## src/hdl/cts_pkg.sv

```systemverilog
// shared types, codes and keyword tables for the token scanner
`timescale 1ns / 1ps

package cts_pkg;

  typedef enum logic [3:0] {
    ST_START  = 4'd0,
    ST_INT    = 4'd1,
    ST_DOT    = 4'd2,
    ST_REAL   = 4'd3,
    ST_ASSIGN = 4'd4,
    ST_REL    = 4'd5,
    ST_BANG   = 4'd6,
    ST_AMP    = 4'd7,
    ST_BAR    = 4'd8,
    ST_IDENT  = 4'd9,
    ST_STRING = 4'd11
  } state_e;

  typedef enum logic [4:0] {
    K_IDENT  = 5'd0,
    K_ADD    = 5'd1,
    K_MUL    = 5'd2,
    K_END    = 5'd3,
    K_INT    = 5'd4,
    K_REAL   = 5'd5,
    K_ASSIGN = 5'd6,
    K_REL    = 5'd7,
    K_AND    = 5'd8,
    K_OR     = 5'd9,
    K_NOT    = 5'd10,
    K_LPAREN = 5'd11,
    K_RPAREN = 5'd12,
    K_LBRACE = 5'd13,
    K_RBRACE = 5'd14,
    K_SEMI   = 5'd15,
    K_COMMA  = 5'd16,
    K_IF     = 5'd17,
    K_WHILE  = 5'd18,
    K_RETURN = 5'd19,
    K_ELSE   = 5'd20,
    K_TYPE   = 5'd21,
    K_EQUAL  = 5'd22,
    K_STRING = 5'd23,
    K_ERROR  = 5'd24
  } kind_e;

  localparam int KIND_W = 5;
  localparam int NUM_KW = 7;
  localparam logic [NUM_KW-1:0] KW_ALL = '1;

  // scanner control state, one token in flight
  typedef struct packed {
    state_e            st;
    logic [NUM_KW-1:0] kw;
    logic              tail;
  } ctl_t;

  localparam ctl_t CTL_RESET = '{st: ST_START, kw: KW_ALL, tail: 1'b0};

  // results of one character: count and kinds of up to two tokens
  typedef struct packed {
    logic [1:0] n;
    kind_e      k0;
    kind_e      k1;
  } res_t;

  localparam logic [7:0] CH_NL     = 8'h0A;
  localparam logic [7:0] CH_QUOTE  = 8'h22;
  localparam logic [7:0] CH_DOLLAR = 8'h24;
  localparam logic [7:0] CH_AMP    = 8'h26;
  localparam logic [7:0] CH_LPAREN = 8'h28;
  localparam logic [7:0] CH_RPAREN = 8'h29;
  localparam logic [7:0] CH_STAR   = 8'h2A;
  localparam logic [7:0] CH_PLUS   = 8'h2B;
  localparam logic [7:0] CH_COMMA  = 8'h2C;
  localparam logic [7:0] CH_MINUS  = 8'h2D;
  localparam logic [7:0] CH_DOT    = 8'h2E;
  localparam logic [7:0] CH_SLASH  = 8'h2F;
  localparam logic [7:0] CH_SEMI   = 8'h3B;
  localparam logic [7:0] CH_LT     = 8'h3C;
  localparam logic [7:0] CH_EQ     = 8'h3D;
  localparam logic [7:0] CH_GT     = 8'h3E;
  localparam logic [7:0] CH_BANG   = 8'h21;
  localparam logic [7:0] CH_LBRACE = 8'h7B;
  localparam logic [7:0] CH_BAR    = 8'h7C;
  localparam logic [7:0] CH_RBRACE = 8'h7D;

  // keyword text, right aligned: first character in the highest used byte
  localparam logic [47:0] KW_TEXT [NUM_KW] = '{
    48'("if"), 48'("while"), 48'("return"), 48'("else"),
    48'("int"), 48'("float"), 48'("void")
  };
  localparam logic [2:0] KW_LEN [NUM_KW] = '{3'd2, 3'd5, 3'd6, 3'd4, 3'd3, 3'd5, 3'd4};
  localparam kind_e KW_KIND [NUM_KW] = '{
    K_IF, K_WHILE, K_RETURN, K_ELSE, K_TYPE, K_TYPE, K_TYPE
  };

  function automatic logic is_letter(input logic [7:0] c);
    is_letter = (c >= 8'h41 && c <= 8'h5A) || (c >= 8'h61 && c <= 8'h7A) || c == 8'h5F;
  endfunction

  function automatic logic is_digit(input logic [7:0] c);
    is_digit = c >= 8'h30 && c <= 8'h39;
  endfunction

  // drop keywords that cannot match character c at position pos (7 = past all)
  function automatic logic [NUM_KW-1:0] kw_feed(input logic [NUM_KW-1:0] flags,
                                                input logic [2:0] pos,
                                                input logic [7:0] c);
    logic [NUM_KW-1:0] f;
    logic [2:0]        idx;
    f = flags;
    for (int i = 0; i < NUM_KW; i++) begin
      idx = KW_LEN[i] - 3'd1 - pos;
      if (pos >= KW_LEN[i] || KW_TEXT[i][{idx, 3'b000} +: 8] != c) begin
        f[i] = 1'b0;
      end
    end
    kw_feed = f;
  endfunction

endpackage

```

## src/hdl/cts_scan_step.sv

```systemverilog
// one scanner step: next state and up to two tokens for one character
`timescale 1ns / 1ps

module cts_scan_step #(
  parameter int LENGTH_BITS = 8,
  parameter int LINE_BITS   = 16
) (
  input  cts_pkg::ctl_t           ctl_in,
  input  logic [LENGTH_BITS-1:0]  len_in,
  input  logic [LINE_BITS-1:0]    line_in,
  input  logic [7:0]              char_code,
  input  logic                    end_of_input,
  output cts_pkg::ctl_t           ctl_out,
  output logic [LENGTH_BITS-1:0]  len_out,
  output logic [LINE_BITS-1:0]    line_out,
  output cts_pkg::res_t           res,
  output logic [LENGTH_BITS-1:0]  len0,
  output logic [LENGTH_BITS-1:0]  len1
);

  localparam logic [LENGTH_BITS-1:0] LEN_ONE = LENGTH_BITS'(1);

  logic                   fl_v, dr_v, consumed, digit, letter;
  cts_pkg::kind_e         fl_k, dr_k, pend;
  logic [LENGTH_BITS-1:0] fl_l, dr_l, len_inc;
  logic [LINE_BITS-1:0]   line_inc;
  logic [2:0]             pos;
  cts_pkg::ctl_t          s;
  logic [LENGTH_BITS-1:0] ln;
  logic [LINE_BITS-1:0]   lc;

  always_comb begin
    digit    = cts_pkg::is_digit(char_code);
    letter   = cts_pkg::is_letter(char_code);
    len_inc  = (len_in == '1) ? len_in : len_in + LEN_ONE;
    line_inc = (line_in == '1) ? line_in : line_in + LINE_BITS'(1);
    pos      = (len_in < LENGTH_BITS'(7)) ? len_in[2:0] : 3'd7;

    // kind of the token pending in the current state
    pend = cts_pkg::K_ERROR;
    unique case (ctl_in.st)
      cts_pkg::ST_INT:    pend = cts_pkg::K_INT;
      cts_pkg::ST_REAL:   pend = cts_pkg::K_REAL;
      cts_pkg::ST_ASSIGN: pend = cts_pkg::K_ASSIGN;
      cts_pkg::ST_REL:    pend = cts_pkg::K_REL;
      cts_pkg::ST_BANG:   pend = cts_pkg::K_NOT;
      cts_pkg::ST_IDENT: begin
        pend = cts_pkg::K_IDENT;
        if (!ctl_in.tail) begin
          for (int i = cts_pkg::NUM_KW - 1; i >= 0; i--) begin
            if (ctl_in.kw[i] && len_in == LENGTH_BITS'(cts_pkg::KW_LEN[i])) begin
              pend = cts_pkg::KW_KIND[i];
            end
          end
        end
      end
      default: pend = cts_pkg::K_ERROR;
    endcase

    s        = ctl_in;
    ln       = len_in;
    lc       = line_in;
    fl_v     = 1'b0;
    fl_k     = pend;
    fl_l     = len_in;
    dr_v     = 1'b0;
    dr_k     = cts_pkg::K_ERROR;
    dr_l     = LEN_ONE;
    consumed = 1'b0;

    if (end_of_input) begin
      fl_v = (ctl_in.st != cts_pkg::ST_START);
      dr_v = 1'b1;
      dr_k = cts_pkg::K_END;
      s    = cts_pkg::CTL_RESET;
      ln   = '0;
      lc   = LINE_BITS'(1);
    end else begin
      if (ctl_in.st != cts_pkg::ST_START) begin
        // continue the pending token
        unique case (ctl_in.st)
          cts_pkg::ST_INT: begin
            if (digit || char_code == cts_pkg::CH_DOT) begin
              consumed = 1'b1;
              s.st     = digit ? cts_pkg::ST_INT : cts_pkg::ST_DOT;
              ln       = len_inc;
            end
          end
          cts_pkg::ST_DOT, cts_pkg::ST_REAL: begin
            if (digit) begin
              consumed = 1'b1;
              s.st     = cts_pkg::ST_REAL;
              ln       = len_inc;
            end
          end
          cts_pkg::ST_ASSIGN, cts_pkg::ST_BANG, cts_pkg::ST_REL: begin
            if (char_code == cts_pkg::CH_EQ) begin
              consumed = 1'b1;
              dr_v     = 1'b1;
              dr_k     = (ctl_in.st == cts_pkg::ST_REL) ? cts_pkg::K_REL : cts_pkg::K_EQUAL;
            end
          end
          cts_pkg::ST_AMP: begin
            if (char_code == cts_pkg::CH_AMP) begin
              consumed = 1'b1;
              dr_v     = 1'b1;
              dr_k     = cts_pkg::K_AND;
            end
          end
          cts_pkg::ST_BAR: begin
            if (char_code == cts_pkg::CH_BAR) begin
              consumed = 1'b1;
              dr_v     = 1'b1;
              dr_k     = cts_pkg::K_OR;
            end
          end
          cts_pkg::ST_IDENT: begin
            if (letter || digit) begin
              consumed = 1'b1;
              s.kw     = cts_pkg::kw_feed(ctl_in.kw, pos, char_code);
              s.tail   = ctl_in.tail | digit;
              ln       = len_inc;
            end
          end
          cts_pkg::ST_STRING: begin
            consumed = 1'b1;
            if (char_code == cts_pkg::CH_QUOTE) begin
              dr_v = 1'b1;
              dr_k = cts_pkg::K_STRING;
            end else begin
              if (char_code == cts_pkg::CH_NL) begin
                lc = line_inc;
              end
              ln = len_inc;
            end
          end
          default: consumed = 1'b0;
        endcase
        if (dr_v) begin
          // two-character operator or closing quote ends the token here
          dr_l = len_inc;
          s.st = cts_pkg::ST_START;
          ln   = '0;
        end
        if (!consumed) begin
          // flush and rescan the terminating character
          fl_v = 1'b1;
          s    = cts_pkg::CTL_RESET;
          ln   = '0;
        end
      end

      if (!consumed) begin
        if (char_code == cts_pkg::CH_NL) begin
          lc = line_inc;
        end else if (letter) begin
          s.st   = cts_pkg::ST_IDENT;
          s.kw   = cts_pkg::kw_feed(cts_pkg::KW_ALL, 3'd0, char_code);
          s.tail = 1'b0;
          ln     = LEN_ONE;
        end else if (digit) begin
          s.st = cts_pkg::ST_INT;
          ln   = LEN_ONE;
        end else begin
          case (char_code) inside
            cts_pkg::CH_QUOTE: begin
              s.st = cts_pkg::ST_STRING;
              ln   = LEN_ONE;
            end
            cts_pkg::CH_EQ: begin
              s.st = cts_pkg::ST_ASSIGN;
              ln   = LEN_ONE;
            end
            cts_pkg::CH_LT, cts_pkg::CH_GT: begin
              s.st = cts_pkg::ST_REL;
              ln   = LEN_ONE;
            end
            cts_pkg::CH_BANG: begin
              s.st = cts_pkg::ST_BANG;
              ln   = LEN_ONE;
            end
            cts_pkg::CH_AMP: begin
              s.st = cts_pkg::ST_AMP;
              ln   = LEN_ONE;
            end
            cts_pkg::CH_BAR: begin
              s.st = cts_pkg::ST_BAR;
              ln   = LEN_ONE;
            end
            cts_pkg::CH_PLUS, cts_pkg::CH_MINUS: begin
              dr_v = 1'b1;
              dr_k = cts_pkg::K_ADD;
            end
            cts_pkg::CH_STAR, cts_pkg::CH_SLASH: begin
              dr_v = 1'b1;
              dr_k = cts_pkg::K_MUL;
            end
            cts_pkg::CH_DOLLAR: begin
              dr_v = 1'b1;
              dr_k = cts_pkg::K_END;
            end
            cts_pkg::CH_DOT: begin
              dr_v = 1'b1;
              dr_k = cts_pkg::K_ERROR;
            end
            cts_pkg::CH_LPAREN: begin
              dr_v = 1'b1;
              dr_k = cts_pkg::K_LPAREN;
            end
            cts_pkg::CH_RPAREN: begin
              dr_v = 1'b1;
              dr_k = cts_pkg::K_RPAREN;
            end
            cts_pkg::CH_LBRACE: begin
              dr_v = 1'b1;
              dr_k = cts_pkg::K_LBRACE;
            end
            cts_pkg::CH_RBRACE: begin
              dr_v = 1'b1;
              dr_k = cts_pkg::K_RBRACE;
            end
            cts_pkg::CH_SEMI: begin
              dr_v = 1'b1;
              dr_k = cts_pkg::K_SEMI;
            end
            cts_pkg::CH_COMMA: begin
              dr_v = 1'b1;
              dr_k = cts_pkg::K_COMMA;
            end
            default: ;
          endcase
          if (dr_v) begin
            // single-character token from the start state
            dr_l = LEN_ONE;
            s.st = cts_pkg::ST_START;
            ln   = '0;
          end
        end
      end
    end

    ctl_out  = s;
    len_out  = ln;
    line_out = lc;
    res.n    = {1'b0, fl_v} + {1'b0, dr_v};
    res.k0   = fl_v ? fl_k : dr_k;
    res.k1   = dr_k;
    len0     = fl_v ? fl_l : dr_l;
    len1     = dr_l;
  end

endmodule

```

## src/hdl/cts_tok_fifo.sv

```systemverilog
// four-entry token queue, up to two tokens written per cycle
`timescale 1ns / 1ps

module cts_tok_fifo #(
  parameter int W = 30
) (
  input  logic         clk,
  input  logic         rst,
  input  logic [1:0]   push_n,
  input  logic [W-1:0] push0,
  input  logic [W-1:0] push1,
  input  logic         pop,
  output logic [W-1:0] head,
  output logic         head_valid,
  output logic         room
);

  logic [W-1:0] mem [4];
  logic [1:0]   wr_ptr, rd_ptr;
  logic [2:0]   count;
  logic         do_pop;

  assign do_pop     = pop && head_valid;
  assign head       = mem[rd_ptr];
  assign head_valid = (count != 3'd0);
  // space for a full pair of tokens
  assign room       = (count <= 3'd2);

  always_ff @(posedge clk) begin
    if (push_n != 2'd0) begin
      mem[wr_ptr] <= push0;
    end
    if (push_n == 2'd2) begin
      mem[wr_ptr + 2'd1] <= push1;
    end
  end

  always_ff @(posedge clk) begin
    if (rst) begin
      wr_ptr <= '0;
      rd_ptr <= '0;
      count  <= '0;
    end else begin
      wr_ptr <= wr_ptr + push_n;
      rd_ptr <= rd_ptr + {1'b0, do_pop};
      count  <= count + {1'b0, push_n} - {2'b00, do_pop};
    end
  end

endmodule

```

## src/hdl/c_like_token_scanner_unit.sv

```systemverilog
// top level of the character-stream token scanner
// usage:
//   s_* channel takes one source byte per beat: s_tdata[7:0] is the character,
//   s_tuser flags end of input (the character is then ignored, any pending
//   token is flushed and an end token follows).
//   m_* channel gives one token per beat; m_tlast marks the last token caused
//   by one input beat. A character yields zero, one or two tokens.
// path: a character is held in the input register, is scanned and its tokens
//   enter a four-entry token queue, whose head drives m_*.
// throughput: one character per cycle while the queue holds two tokens or
//   fewer; a character that yields two tokens takes two output beats, so a
//   run of such characters drains at one token per cycle with m_tready high.
// reset: scanner at the start state, line count one, queue empty.
// stall: with m_tready low the queue fills and s_tready drops once an input
//   beat is held with no room for its tokens; nothing is lost.
`timescale 1ns / 1ps

module c_like_token_scanner_unit #(
  parameter int LENGTH_BITS = 8,
  parameter int LINE_BITS   = 16
) (
  input  logic                  clk,
  input  logic                  rst,
  input  logic                  s_tvalid,
  output logic                  s_tready,
  input  logic [7:0]            s_tdata,   // char_code
  input  logic                  s_tuser,   // end_of_input
  output logic                  m_tvalid,
  input  logic                  m_tready,
  // token_kind, lexeme_length, line_number, zero fill
  output logic [((cts_pkg::KIND_W + LENGTH_BITS + LINE_BITS + 7) / 8) * 8 - 1:0] m_tdata,
  output logic                  m_tlast    // last_of_run
);

  localparam int OUT_W   = cts_pkg::KIND_W + LENGTH_BITS + LINE_BITS;
  localparam int TDATA_W = ((OUT_W + 7) / 8) * 8;
  localparam int TOK_W   = OUT_W + 1;

  logic                   in_valid, in_eoi;
  logic [7:0]             in_char;
  cts_pkg::ctl_t          ctl, ctl_next;
  logic [LENGTH_BITS-1:0] tok_len, tok_len_next, len0, len1;
  logic [LINE_BITS-1:0]   line_cnt, line_cnt_next;
  cts_pkg::res_t          res;
  logic                   room, proc;
  logic [1:0]             push_n;
  logic [TOK_W-1:0]       push0, push1, head;

  assign proc     = in_valid && room;
  assign s_tready = !in_valid || room;
  assign push_n   = proc ? res.n : 2'd0;

  always_ff @(posedge clk) begin
    if (rst) begin
      in_valid <= 1'b0;
    end else if (s_tready) begin
      in_valid <= s_tvalid;
    end
  end

  always_ff @(posedge clk) begin
    if (s_tready && s_tvalid) begin
      in_char <= s_tdata;
      in_eoi  <= s_tuser;
    end
  end

  always_ff @(posedge clk) begin
    if (rst) begin
      ctl      <= cts_pkg::CTL_RESET;
      tok_len  <= '0;
      line_cnt <= LINE_BITS'(1);
    end else if (proc) begin
      ctl      <= ctl_next;
      tok_len  <= tok_len_next;
      line_cnt <= line_cnt_next;
    end
  end

  cts_scan_step #(
    .LENGTH_BITS (LENGTH_BITS),
    .LINE_BITS   (LINE_BITS)
  ) u_step (
    .ctl_in       (ctl),
    .len_in       (tok_len),
    .line_in      (line_cnt),
    .char_code    (in_char),
    .end_of_input (in_eoi),
    .ctl_out      (ctl_next),
    .len_out      (tok_len_next),
    .line_out     (line_cnt_next),
    .res          (res),
    .len0         (len0),
    .len1         (len1)
  );

  // token word: last flag on top, then line, length, kind
  assign push0 = {(res.n == 2'd1), line_cnt, len0, res.k0};
  assign push1 = {1'b1, line_cnt, len1, res.k1};

  cts_tok_fifo #(
    .W (TOK_W)
  ) u_fifo (
    .clk        (clk),
    .rst        (rst),
    .push_n     (push_n),
    .push0      (push0),
    .push1      (push1),
    .pop        (m_tready),
    .head       (head),
    .head_valid (m_tvalid),
    .room       (room)
  );

  assign m_tdata = TDATA_W'(head[OUT_W-1:0]);
  assign m_tlast = head[TOK_W-1];

  // end of input always closes with an end token as the last result
  a_eoi_end: assert property (@(posedge clk) disable iff (rst)
    in_valid && in_eoi |->
      (res.n == 2'd1 && res.k0 == cts_pkg::K_END) ||
      (res.n == 2'd2 && res.k1 == cts_pkg::K_END))
    else $error("end of input without closing end token");

  // end of input returns the scanner to its reset state
  a_eoi_reset: assert property (@(posedge clk) disable iff (rst)
    proc && in_eoi |=> ctl.st == cts_pkg::ST_START && line_cnt == LINE_BITS'(1)
      && tok_len == '0)
    else $error("scanner not reset after end of input");

  // line count starts at one and never wraps to zero
  a_line_nonzero: assert property (@(posedge clk) disable iff (rst)
    line_cnt != '0)
    else $error("line count reached zero");

  // a character is only scanned with room for two tokens in the queue
  a_no_overflow: assert property (@(posedge clk) disable iff (rst)
    push_n != 2'd0 |-> room)
    else $error("token pushed without queue room");

endmodule

```

## config.mk

```make
export PLATFORM = sky130hd
export DESIGN_NAME = c_like_token_scanner_unit
export DESIGN_NICKNAME = d
export VERILOG_FILES = /design/src/hdl/cts_pkg.sv /design/src/hdl/cts_scan_step.sv /design/src/hdl/cts_tok_fifo.sv /design/src/hdl/c_like_token_scanner_unit.sv
export SDC_FILE = /design/constraint.sdc
export NUM_CORES = 1
export LEC_CHECK = 0
export BUFFER_PORTS_ARGS = -buffer_cell sky130_fd_sc_hd__buf_2
export CORE_AREA = 2 2 144 146
export CTS_BUF_LIST = sky130_fd_sc_hd__clkbuf_4
export DETAILED_ROUTE_END_ITERATION = 8
export DIE_AREA = 0 0 146 148
export PLACE_DENSITY = 0.77
export SLEW_MARGIN = 5
export SYNTH_ARGS = -nofsm -noshare
export SYNTH_HDL_FRONTEND = slang
export SYNTH_HIERARCHICAL = 1
export SYNTH_SLANG_ARGS = --single-unit
export TNS_END_PERCENT = 1
```

## constraint.sdc

```tcl
create_clock -name clk -period 13.5 [get_ports clk]
set_input_delay 0 -clock clk [delete_from_list [all_inputs] [get_ports clk]]
set_output_delay 0 -clock clk [all_outputs]
set_load 0.1 [all_outputs]
```

==> impl_metrics.env, run 1 <==
export IMPL_status="complete, no violations"
export IMPL_first_pass_iters=6
export IMPL_synth_compound_area_frac=0.149
export IMPL_postLayoutCellArea_um2=12500
export IMPL_cts_sinks=173
export IMPL_first_global_vias=8210
export IMPL_skew_ps=24.7
export IMPL_tightest_slew_ps=1150
export IMPL_power_density_nw_per_um2=122
export IMPL_finalSetupTns_ps=0
export IMPL_routabilityCongestion=0.939
export IMPL_p_switching_mw=0.656
export IMPL_setup_slack_ps=7510
export IMPL_syn_inst=1088
export IMPL_placed_cell_area_um2=12000
export IMPL_timing_fmax_ghz=0.167
export IMPL_vdd_drop_max_mv=0.0757
export IMPL_yosysUniqueCellTypes=100
export IMPL_maxCapViolations=0
export IMPL_synthAdderAreaFrac=0.0298
export IMPL_numCtsBuffers=17
export IMPL_clkLatencyLatePin_ps=590
export IMPL_synth_seq_cells=173
export IMPL_cts_repair_resized=0
export IMPL_cp_arrival_ps=6330
export IMPL_wirelength_mm=28.9
export IMPL_grt_pass1_wl_mm=45.3
export IMPL_drc=0
export IMPL_areaGrowthSynthToFinish_pct=4.69
export IMPL_setup_viol=0
export IMPL_clk_pin_slew_worst_paths_ps=160
export IMPL_postSynth_asyncResetShare=0
export IMPL_crit_type="reg -> reg"
export IMPL_p_leak_nw=4.32
export IMPL_synth_xor_area_share=0.0236
export IMPL_fin_nets=1127
export IMPL_critPathLaunchType="flop"
export IMPL_vias=8933
export IMPL_ios=48
export IMPL_yosysWarnings=6
export IMPL_crit_fanout=30
export IMPL_initial_core_util=0.595
export IMPL_antenna_found_initial=1
export IMPL_synth_top_family_by_area="multiplexers"
export IMPL_synth_seq_area_share=0.399
export IMPL_critical_path_required_ps=13840
export IMPL_drive_gt1_frac=0.285
export IMPL_final_max_slew_violation_count=0
export IMPL_grt_overflow=0
export IMPL_track_usage=0.266
export IMPL_rsz0062_at_grt="false"
export IMPL_switching_share=0.430
export IMPL_finalHoldViolCount=0
export IMPL_synth_edff_count=129
export IMPL_seq_power_share=0.415
export IMPL_htree_levels=4
export IMPL_clock_path_buffers=2
export IMPL_fin_crit_ps=5990
export IMPL_synth_area_um2=11900
export IMPL_grt_max_degree=69
export IMPL_p_int_mw=0.869
export IMPL_wl_per_cell_um=21.1
export IMPL_max_slew_margin=0.229
export IMPL_hp_class="in -> reg"
export IMPL_die_area_um2=21600
export IMPL_pre_cts_ws_ps=7690
export IMPL_fin_crit_sh=0.443
export IMPL_clkPwrFrac=0.217
export IMPL_core_rowCount=52
export IMPL_total_power_mw=1.53
export IMPL_antenna_left=0
export IMPL_place_hpwl_mm=19.2
export IMPL_synth_simple_gate_area_frac=0.155
export IMPL_finish_utilization=0.623
export IMPL_synth_flop_cell="edfxtp_1"
export IMPL_critPathCaptureType="flop"
export IMPL_die_y_um=148
export IMPL_portBuffers=44
export IMPL_core_area_um2=20000
export IMPL_postSynthAreaPerCell_um2=11.0
export IMPL_cts_tree="done"
export IMPL_cts_root_buf="clkbuf_4"
export IMPL_synth_mux_area_frac=0.183
export IMPL_die_w_um=146
export IMPL_vias_per_cell=6.52
export IMPL_drtIter0Drc=1021
export IMPL_combPwrFrac=0.367
## per-layer routing
| layer | share of wire | track usage | vias up |
|---|---|---|---|
| li1 | - | - | 4187 |
| met1 | 0.45 | 0.380 | 4348 |
| met2 | 0.47 | 0.433 | 360 |
| met3 | 0.064 | 0.0395 | 38 |
| met4 | 0.016 | 0.0617 | 0 |
| met5 | 0 | 0 | - |
## synthesized netlist by cell type, types with 6 or more instances
master    instances  area, µm²
dfxtp_1          44        881
clkbuf_8          7       96.3
nand3_1          47        235
o21a_1            6       45.0
a211o_1          11       96.3
nor3_1           25        125
ha_1             26        325
a211oi_1          8       60.1
or4_1             9       67.6
or3_1             8       50.1
or2_2             7       43.8
and3_1           19        119
buf_6            11        124
inv_1            27        101
o21ai_0          34        170
a31oi_1           6       37.5
xor2_1           12        105
nor2b_1          16        100
mux4_2           30        676
nor2_1           60        225
nor4_1           14       87.6
a21oi_1          67        335
buf_2            20        100
a22oi_1           9       67.6
edfxtp_1        129       3870
nand4_1          13       81.3
buf_4            12       90.1
clkbuf_1         33        124
nand2b_1         15       93.8
o211ai_1          6       45.0
mux2i_1          10        100
buf_1             8       30.0
o31ai_1           7       52.6
xnor2_1          15        131
a21bo_2          29        290
mux2_2          118       1330
nand2_1          41        154
## cell usage in the layout (no fill, tap or decap), drive strengths merged, types with 8 or more instances in the layout
master,netlist,final
a211o,12,12
nor2b,16,16
ha,26,26
o21ai,34,34
nor4,16,16
edfxtp,129,129
mux2i,10,10
or2,8,8
dfxtp,44,44
inv,27,34
mux4,30,30
nand2b,15,15
and2,8,8
a21bo,29,29
mux2,124,124
a211oi,9,9
a21oi,68,68
dlygate4sd3,0,11
nand4,13,13
xor2,12,12
a22oi,9,9
or4,10,10
xnor2,15,15
nor2,60,60
nand3,47,47
buf,51,58
and3,21,21
nand2,42,42
nor3,25,25
or3,10,10
clkbuf,42,17
## worst paths after layout
check                                 from           endpoint  slack [ps]  cells past startpoint
worst max register to register  in_char[2]  u_fifo/mem[1][28]        7510                     11
worst min-delay path                   rst    u_fifo/count[1]          40                      2
worst max-delay path            in_char[2]  u_fifo/mem[1][28]        7510                     11
worst min register to register      ctl[7]             ctl[7]         540                      1
## area by class of cell
class	instances	area, µm²
Timing Repair Buffer	69	435
Fill cell	1618	7560
Tap cell	270	338
Clock buffer	17	128
Inverter	28	105
Sequential cell	173	4760
Antenna cell	1	2.50
Multi-Input combinational cell	798	6520
Clock inverter	15	196
## logic make-up after synthesis
logic type	Yosys count
flip-flops	173
adder cells (fa/ha/maj)	28
multiplexers	164
XOR/XNOR	29
other	2
AND/OR/NAND/NOR	324
buffers and inverters	122
AO/OA/AOI/OAI	246
## power groups by stage
stage                     clock network (mW)  registers (mW)  logic, mW
after floorplan                            0           0.624      0.495
after detailed placement                   0           0.645      0.558
after global placement                     0           0.644      0.553
final                                  0.332           0.633      0.561
after global routing                   0.357           0.638      0.587
after CTS                              0.337           0.633      0.562
## critical path: stages (launching register included)
cell	delay, ps
edfxtp_1	1060
o21ai_0	390
and3_2	350
a21oi_1	640
nand3_1	450
o31ai_1	410
or3_1	170
ha_1	230
and3_1	310
nor4b_4	960
buf_4	410
mux2_2	360
## state kept, by name, indices dropped and copies added (netlist names)
| signal | count |
|---|---|
| u_fifo/count | 3 |
| in_char | 8 |
| u_fifo/rd_ptr | 2 |
| line_cnt | 16 |
| u_fifo/mem | 120 |
| tok_len | 8 |
| ctl | 12 |
| u_fifo/wr_ptr | 2 |
| in_eoi | 1 |
| in_valid | 1 |
## through the flow
step	hold slack (ps)	cells
after floorplan	71.6	1093
after global placement	178	1327
after detailed placement	179	1327
after CTS	17.6	1370
after global routing	34.6	1371
final	36.1	1371
## timing repair
action / in CTS / in global routing
hold buffers: 11 / 0
setup buffers: 0 / 0
hold endpoints to repair: 22 / 0
Power figures use the tool's default switching activity.
==> inputs of run 2 (changes only) <==
CORE_AREA = 2 2 146 148   (was 2 2 144 146)
DIE_AREA = 0 0 148 150   (was 0 0 146 148)
PLACE_DENSITY = 0.78   (was 0.77)
clock period = 5.4 ns   (was 13.5 ns; I/O delays follow)
==> impl_metrics.env, run 2 (synthesis gave the netlist of run 1 again) <==
export IMPL_status="complete, no violations"
export IMPL_drive_gt1_frac=0.298
export IMPL_tightest_slew_ps=949
export IMPL_numCtsBuffers=17
export IMPL_fin_crit_ps=4810
export IMPL_postLayoutCellArea_um2=12600
export IMPL_hp_class="in -> reg"
export IMPL_first_global_vias=8293
export IMPL_combPwrFrac=0.383
export IMPL_areaGrowthSynthToFinish_pct=5.71
export IMPL_power_density_nw_per_um2=297
export IMPL_cp_top_family="simple AND/OR/NAND/NOR gates"
export IMPL_r2r_start="in_char[1]"
export IMPL_finalSetupTns_ps=0
export IMPL_maxCapViolations=0
export IMPL_critPathBufInv=1
export IMPL_min_to="u_fifo/wr_ptr[1]"
export IMPL_setup_viol=0
export IMPL_htree_levels=4
export IMPL_grt_pass1_wl_mm=45.1
export IMPL_fillers=1682
export IMPL_seq_power_share=0.419
export IMPL_wirelength_mm=28.3
export IMPL_final_max_slew_violation_count=0
export IMPL_critPathCaptureType="flop"
export IMPL_cp_arrival_ps=5090
export IMPL_die_y_um=150
export IMPL_hp_start="rst"
export IMPL_max_slew_margin=0.367
export IMPL_die_w_um=148
export IMPL_vias_per_cell=6.43
export IMPL_grt_max_degree=69
export IMPL_clkLatencyLatePin_ps=590
export IMPL_vias=8977
export IMPL_drc=0
export IMPL_ios=48
export IMPL_p_int_mw=2.09
export IMPL_first_pass_iters=6
export IMPL_antenna_left=0
export IMPL_cp_cell_sequence="nand2b_1 -> nor3_1 -> a32o_1 -> a2111oi_2 -> o31ai_1 -> or3_1 -> ha_1 -> and3_1 -> mux2i_1 -> nor2b_2 -> buf_4"
export IMPL_final_cell_mix="129 x edfxtp_1, 118 x mux2_2, 64 x a21oi_1"
export IMPL_clkPwrFrac=0.198
export IMPL_post_cts_buffers=0
export IMPL_place_hpwl_mm=19.3
export IMPL_finalHoldViolCount=0
export IMPL_wl_per_cell_um=20.3
export IMPL_critPathLaunchType="flop"
export IMPL_rsz0062_at_grt="false"
export IMPL_cts_root_buf="clkbuf_4"
export IMPL_core_rowCount=53
export IMPL_skew_ps=22.6
export IMPL_reg_top3="u_fifo/mem x120, line_cnt x16, ctl x12"
export IMPL_largest_reg_flops=120
export IMPL_p_leak_nw=4.39
export IMPL_p_switching_mw=1.64
export IMPL_critical_path_required_ps=5680
export IMPL_crit_type="reg -> reg"
export IMPL_timing_fmax_ghz=0.208
export IMPL_routabilityCongestion=0.955
export IMPL_placed_cell_area_um2=12200
export IMPL_core_area_um2=20700
export IMPL_cp_depth=11
export IMPL_drtIter0Drc=931
export IMPL_clock_path_buffers=2
export IMPL_track_usage=0.259
export IMPL_portBuffers=44
export IMPL_cts_sinks=173
export IMPL_crit_fanout=19
export IMPL_switching_share=0.440
export IMPL_antenna_found_initial=1
export IMPL_cp_slowest_cell="edfxtp_1"
export IMPL_rr_endpoint="u_fifo/mem[3][27]"
export IMPL_min_path_cells=2
export IMPL_cts_tree="done"
export IMPL_vdd_drop_max_mv=0.191
export IMPL_critical_path_max_stage_delay_ps=750
export IMPL_grt_overflow=0
export IMPL_fin_nets=1147
export IMPL_die_area_um2=22200
export IMPL_fin_crit_sh=0.891
export IMPL_layout_commonest_cell="edfxtp_1"
export IMPL_initial_core_util=0.576
export IMPL_worst_r2r_cell_count=11
export IMPL_clk_pin_slew_worst_paths_ps=160
export IMPL_rrSetupSlack_ps=590
export IMPL_crit_path_start="in_char[1]"
export IMPL_regMostFlops="u_fifo/mem"
run 2: power by group through the flow:
stage / registers, mW / clock network (mW) / logic [mW]
2_1_floorplan: 1.56 / 0 / 1.24
3_3_place_gp: 1.59 / 0 / 1.41
3_5_place_dp: 1.59 / 0 / 1.42
4_1_cts: 1.56 / 0.759 / 1.44
5_1_grt: 1.57 / 0.808 / 1.51
6_report: 1.56 / 0.741 / 1.43
run 2: repair_timing:
| item | CTS | global route |
|---|---|---|
| hold endpoints to repair | 21 | 0 |
| resized for setup | 0 | 0 |
| hold buffers | 11 | 0 |
run 2: stage by stage:
stage	hold slack (ps)	instances	total power [mW]	util	worst slack (ps)
finish	44.5	1396	3.74	0.609	587
global route	50.3	1396	3.89	0.609	368
floorplan	71.6	1093	2.80	-	223
detailed placement	178	1352	3.02	0.590	656
global placement	177	1352	3.00	0.590	763
CTS	8.22	1395	3.76	0.609	648
run 2: routing by layer:
metal  routed length [µm]  vias to the layer above  GRT usage
met5                    0                        -          0
met4                  476                        0     0.0638
met3                 1890                       39     0.0390
li1                     -                     4211          -
met1                12700                     4352      0.371
met2                13300                      375      0.416
run 2: worst register-to-register path: cells and delay by family, from the launching register on:
kind	cells	cell delay, ps
compound gates	3	1250
buf+inv	1	360
flops	1	750
simple gates	5	1660
mux	1	200
fa+ha+maj	1	290
run 2: worst max path at each step:
stage | endpoint | slack (ps)
after global routing | u_fifo/mem[3][23] | 370
after CTS | u_fifo/mem[3][23] | 650
after detailed placement | u_fifo/mem[3][19] | 660
after floorplan | u_fifo/mem[2][0] | 220
after global placement | u_fifo/mem[2][16] | 760
final | u_fifo/mem[3][27] | 590
run 2: final cells by class:
class / count / area (µm²) / area share
Timing Repair Buffer: 89 / 586 / 0.0465
Tap cell: 275 / 344 / 0.0273
Inverter: 28 / 105 / 0.00834
Multi-Input combinational cell: 798 / 6520 / 0.517
Clock buffer: 17 / 128 / 0.0101
Sequential cell: 173 / 4760 / 0.378
Antenna cell: 1 / 2.50 / 0.000199
Clock inverter: 15 / 161 / 0.0128
==> inputs of run 3 (changes only) <==
CORE_AREA = 2 2 144 146   (was 2 2 146 148)
DIE_AREA = 0 0 146 148   (was 0 0 148 150)
PLACE_DENSITY = 0.77   (was 0.78)
clock period = 5.21 ns   (was 5.4 ns; I/O delays follow)
==> impl_metrics.env, run 3 (synthesis gave the netlist of run 1 again) <==
export IMPL_regMostFlops="u_fifo/mem"
export IMPL_rsz0062_at_grt="false"
export IMPL_p_leak_nw=4.41
export IMPL_grt_max_degree=67
export IMPL_critPathCaptureType="flop"
export IMPL_wl_per_cell_um=20.6
export IMPL_critical_path_max_stage_delay_ps=780
export IMPL_drc=0
export IMPL_clk_pin_slew_worst_paths_ps=150
export IMPL_cts_tree="done"
export IMPL_cts_sinks=173
export IMPL_track_usage=0.267
export IMPL_layout_commonest_cell="edfxtp_1"
export IMPL_setup_viol=0
export IMPL_tightest_slew_ps=1280
export IMPL_reg_top3="u_fifo/mem x120, line_cnt x16, ctl x12"
export IMPL_grt_pass1_wl_mm=45.6
export IMPL_drive_gt1_frac=0.297
export IMPL_cp_top_family="simple AND/OR/NAND/NOR gates"
export IMPL_wirelength_mm=28.7
export IMPL_fin_crit_ps=4780
export IMPL_antenna_left=0
export IMPL_drtIter0Drc=849
export IMPL_portBuffers=44
export IMPL_fillers=1663
export IMPL_final_max_slew_violation_count=0
export IMPL_finalSetupTns_ps=0
export IMPL_antenna_found_initial=1
export IMPL_first_global_vias=8292
export IMPL_finalHoldViolCount=0
export IMPL_critPathBufInv=0
export IMPL_max_slew_margin=0.138
export IMPL_core_area_um2=20000
export IMPL_numCtsBuffers=17
export IMPL_crit_fanout=30
export IMPL_fin_crit_sh=0.917
export IMPL_vdd_drop_max_mv=0.178
export IMPL_clock_path_buffers=2
export IMPL_largest_reg_flops=120
export IMPL_initial_core_util=0.595
export IMPL_crit_type="reg -> reg"
export IMPL_vias=8999
export IMPL_first_pass_iters=5
export IMPL_cp_slowest_cell="and4bb_4"
export IMPL_power_density_nw_per_um2=310
export IMPL_cp_cell_sequence="or4b_1 -> nor3_1 -> a32o_1 -> a2111oi_2 -> o31ai_1 -> or3_1 -> ha_1 -> and3_1 -> and4bb_4 -> mux2_2"
export IMPL_fin_nets=1148
export IMPL_vias_per_cell=6.46
export IMPL_critical_path_required_ps=5570
export IMPL_routabilityCongestion=0.971
export IMPL_ios=48
export IMPL_hp_class="in -> reg"
export IMPL_core_rowCount=52
export IMPL_die_y_um=148
export IMPL_critPathLaunchType="flop"
export IMPL_timing_fmax_ghz=0.209
export IMPL_place_hpwl_mm=19.7
export IMPL_maxCapViolations=0
export IMPL_final_cell_mix="129 x edfxtp_1, 118 x mux2_2, 64 x a21oi_1"
export IMPL_grt_overflow=0
export IMPL_clkLatencyLatePin_ps=600
export IMPL_status="complete, no violations"
export IMPL_htree_levels=4
export IMPL_cts_root_buf="clkbuf_4"
export IMPL_cp_arrival_ps=5140
export IMPL_die_area_um2=21600
export IMPL_die_w_um=146
export IMPL_skew_ps=19.7
export IMPL_total_power_mw=3.92
export IMPL_rrSetupSlack_ps=430
export IMPL_areaGrowthSynthToFinish_pct=5.98
run 3: layout make-up:
type | count | area, µm² | area share
inverter | 28 | 105 | 0.00832
antenna | 2 | 5.00 | 0.000396
sequential | 173 | 4760 | 0.377
clock inverter | 15 | 175 | 0.0139
multi-input combinational | 798 | 6520 | 0.516
timing repair buffer | 90 | 608 | 0.0481
clock buffer | 17 | 128 | 0.0101
tap | 270 | 338 | 0.0267
run 3: worst paths after layout:
| check | start | endpoint | cells after the start |
|---|---|---|---|
| setup / recovery | in_char[5] | u_fifo/mem[2][2] | 10 |
| hold / removal | s_tdata[6] | in_char[6] | 2 |
| setup reg to reg | in_char[5] | u_fifo/mem[2][2] | 10 |
| hold reg to reg | ctl[1] | ctl[1] | 1 |
run 3: report_power, final:
group	switching, mW	total (mW)	internal, mW
combinational	1.09	1.49	0.397
sequential	0.0699	1.62	1.55
clock	0.539	0.802	0.263
total	1.70	3.92	2.21
run 3: repair_timing:
action | CTS | global route
hold endpoints to repair | 24 | 0
gates resized for setup | 0 | 0
buffers inserted | 0 | 0
hold buffers | 12 | 0
run 3: metrics by stage:
step	cells	setup WS [ps]	util	hold WS, ps	area, µm²
finish	1393	431	0.630	103	12600
global route	1393	177	0.630	75.3	12600
CTS	1391	516	0.630	63.0	12600
detailed placement	1347	545	0.609	178	12200
global placement	1347	664	0.609	176	12200
floorplan	1093	32.9	-	71.6	11900
run 3: per-layer routing:
layer  GRT usage  vias up  routed length (µm)
li1            -     4222                   -
met1       0.384     4377               12800
met2       0.420      343               13500
met3      0.0355       57                1780
met4      0.0917        0                 617
met5           0        -                   0
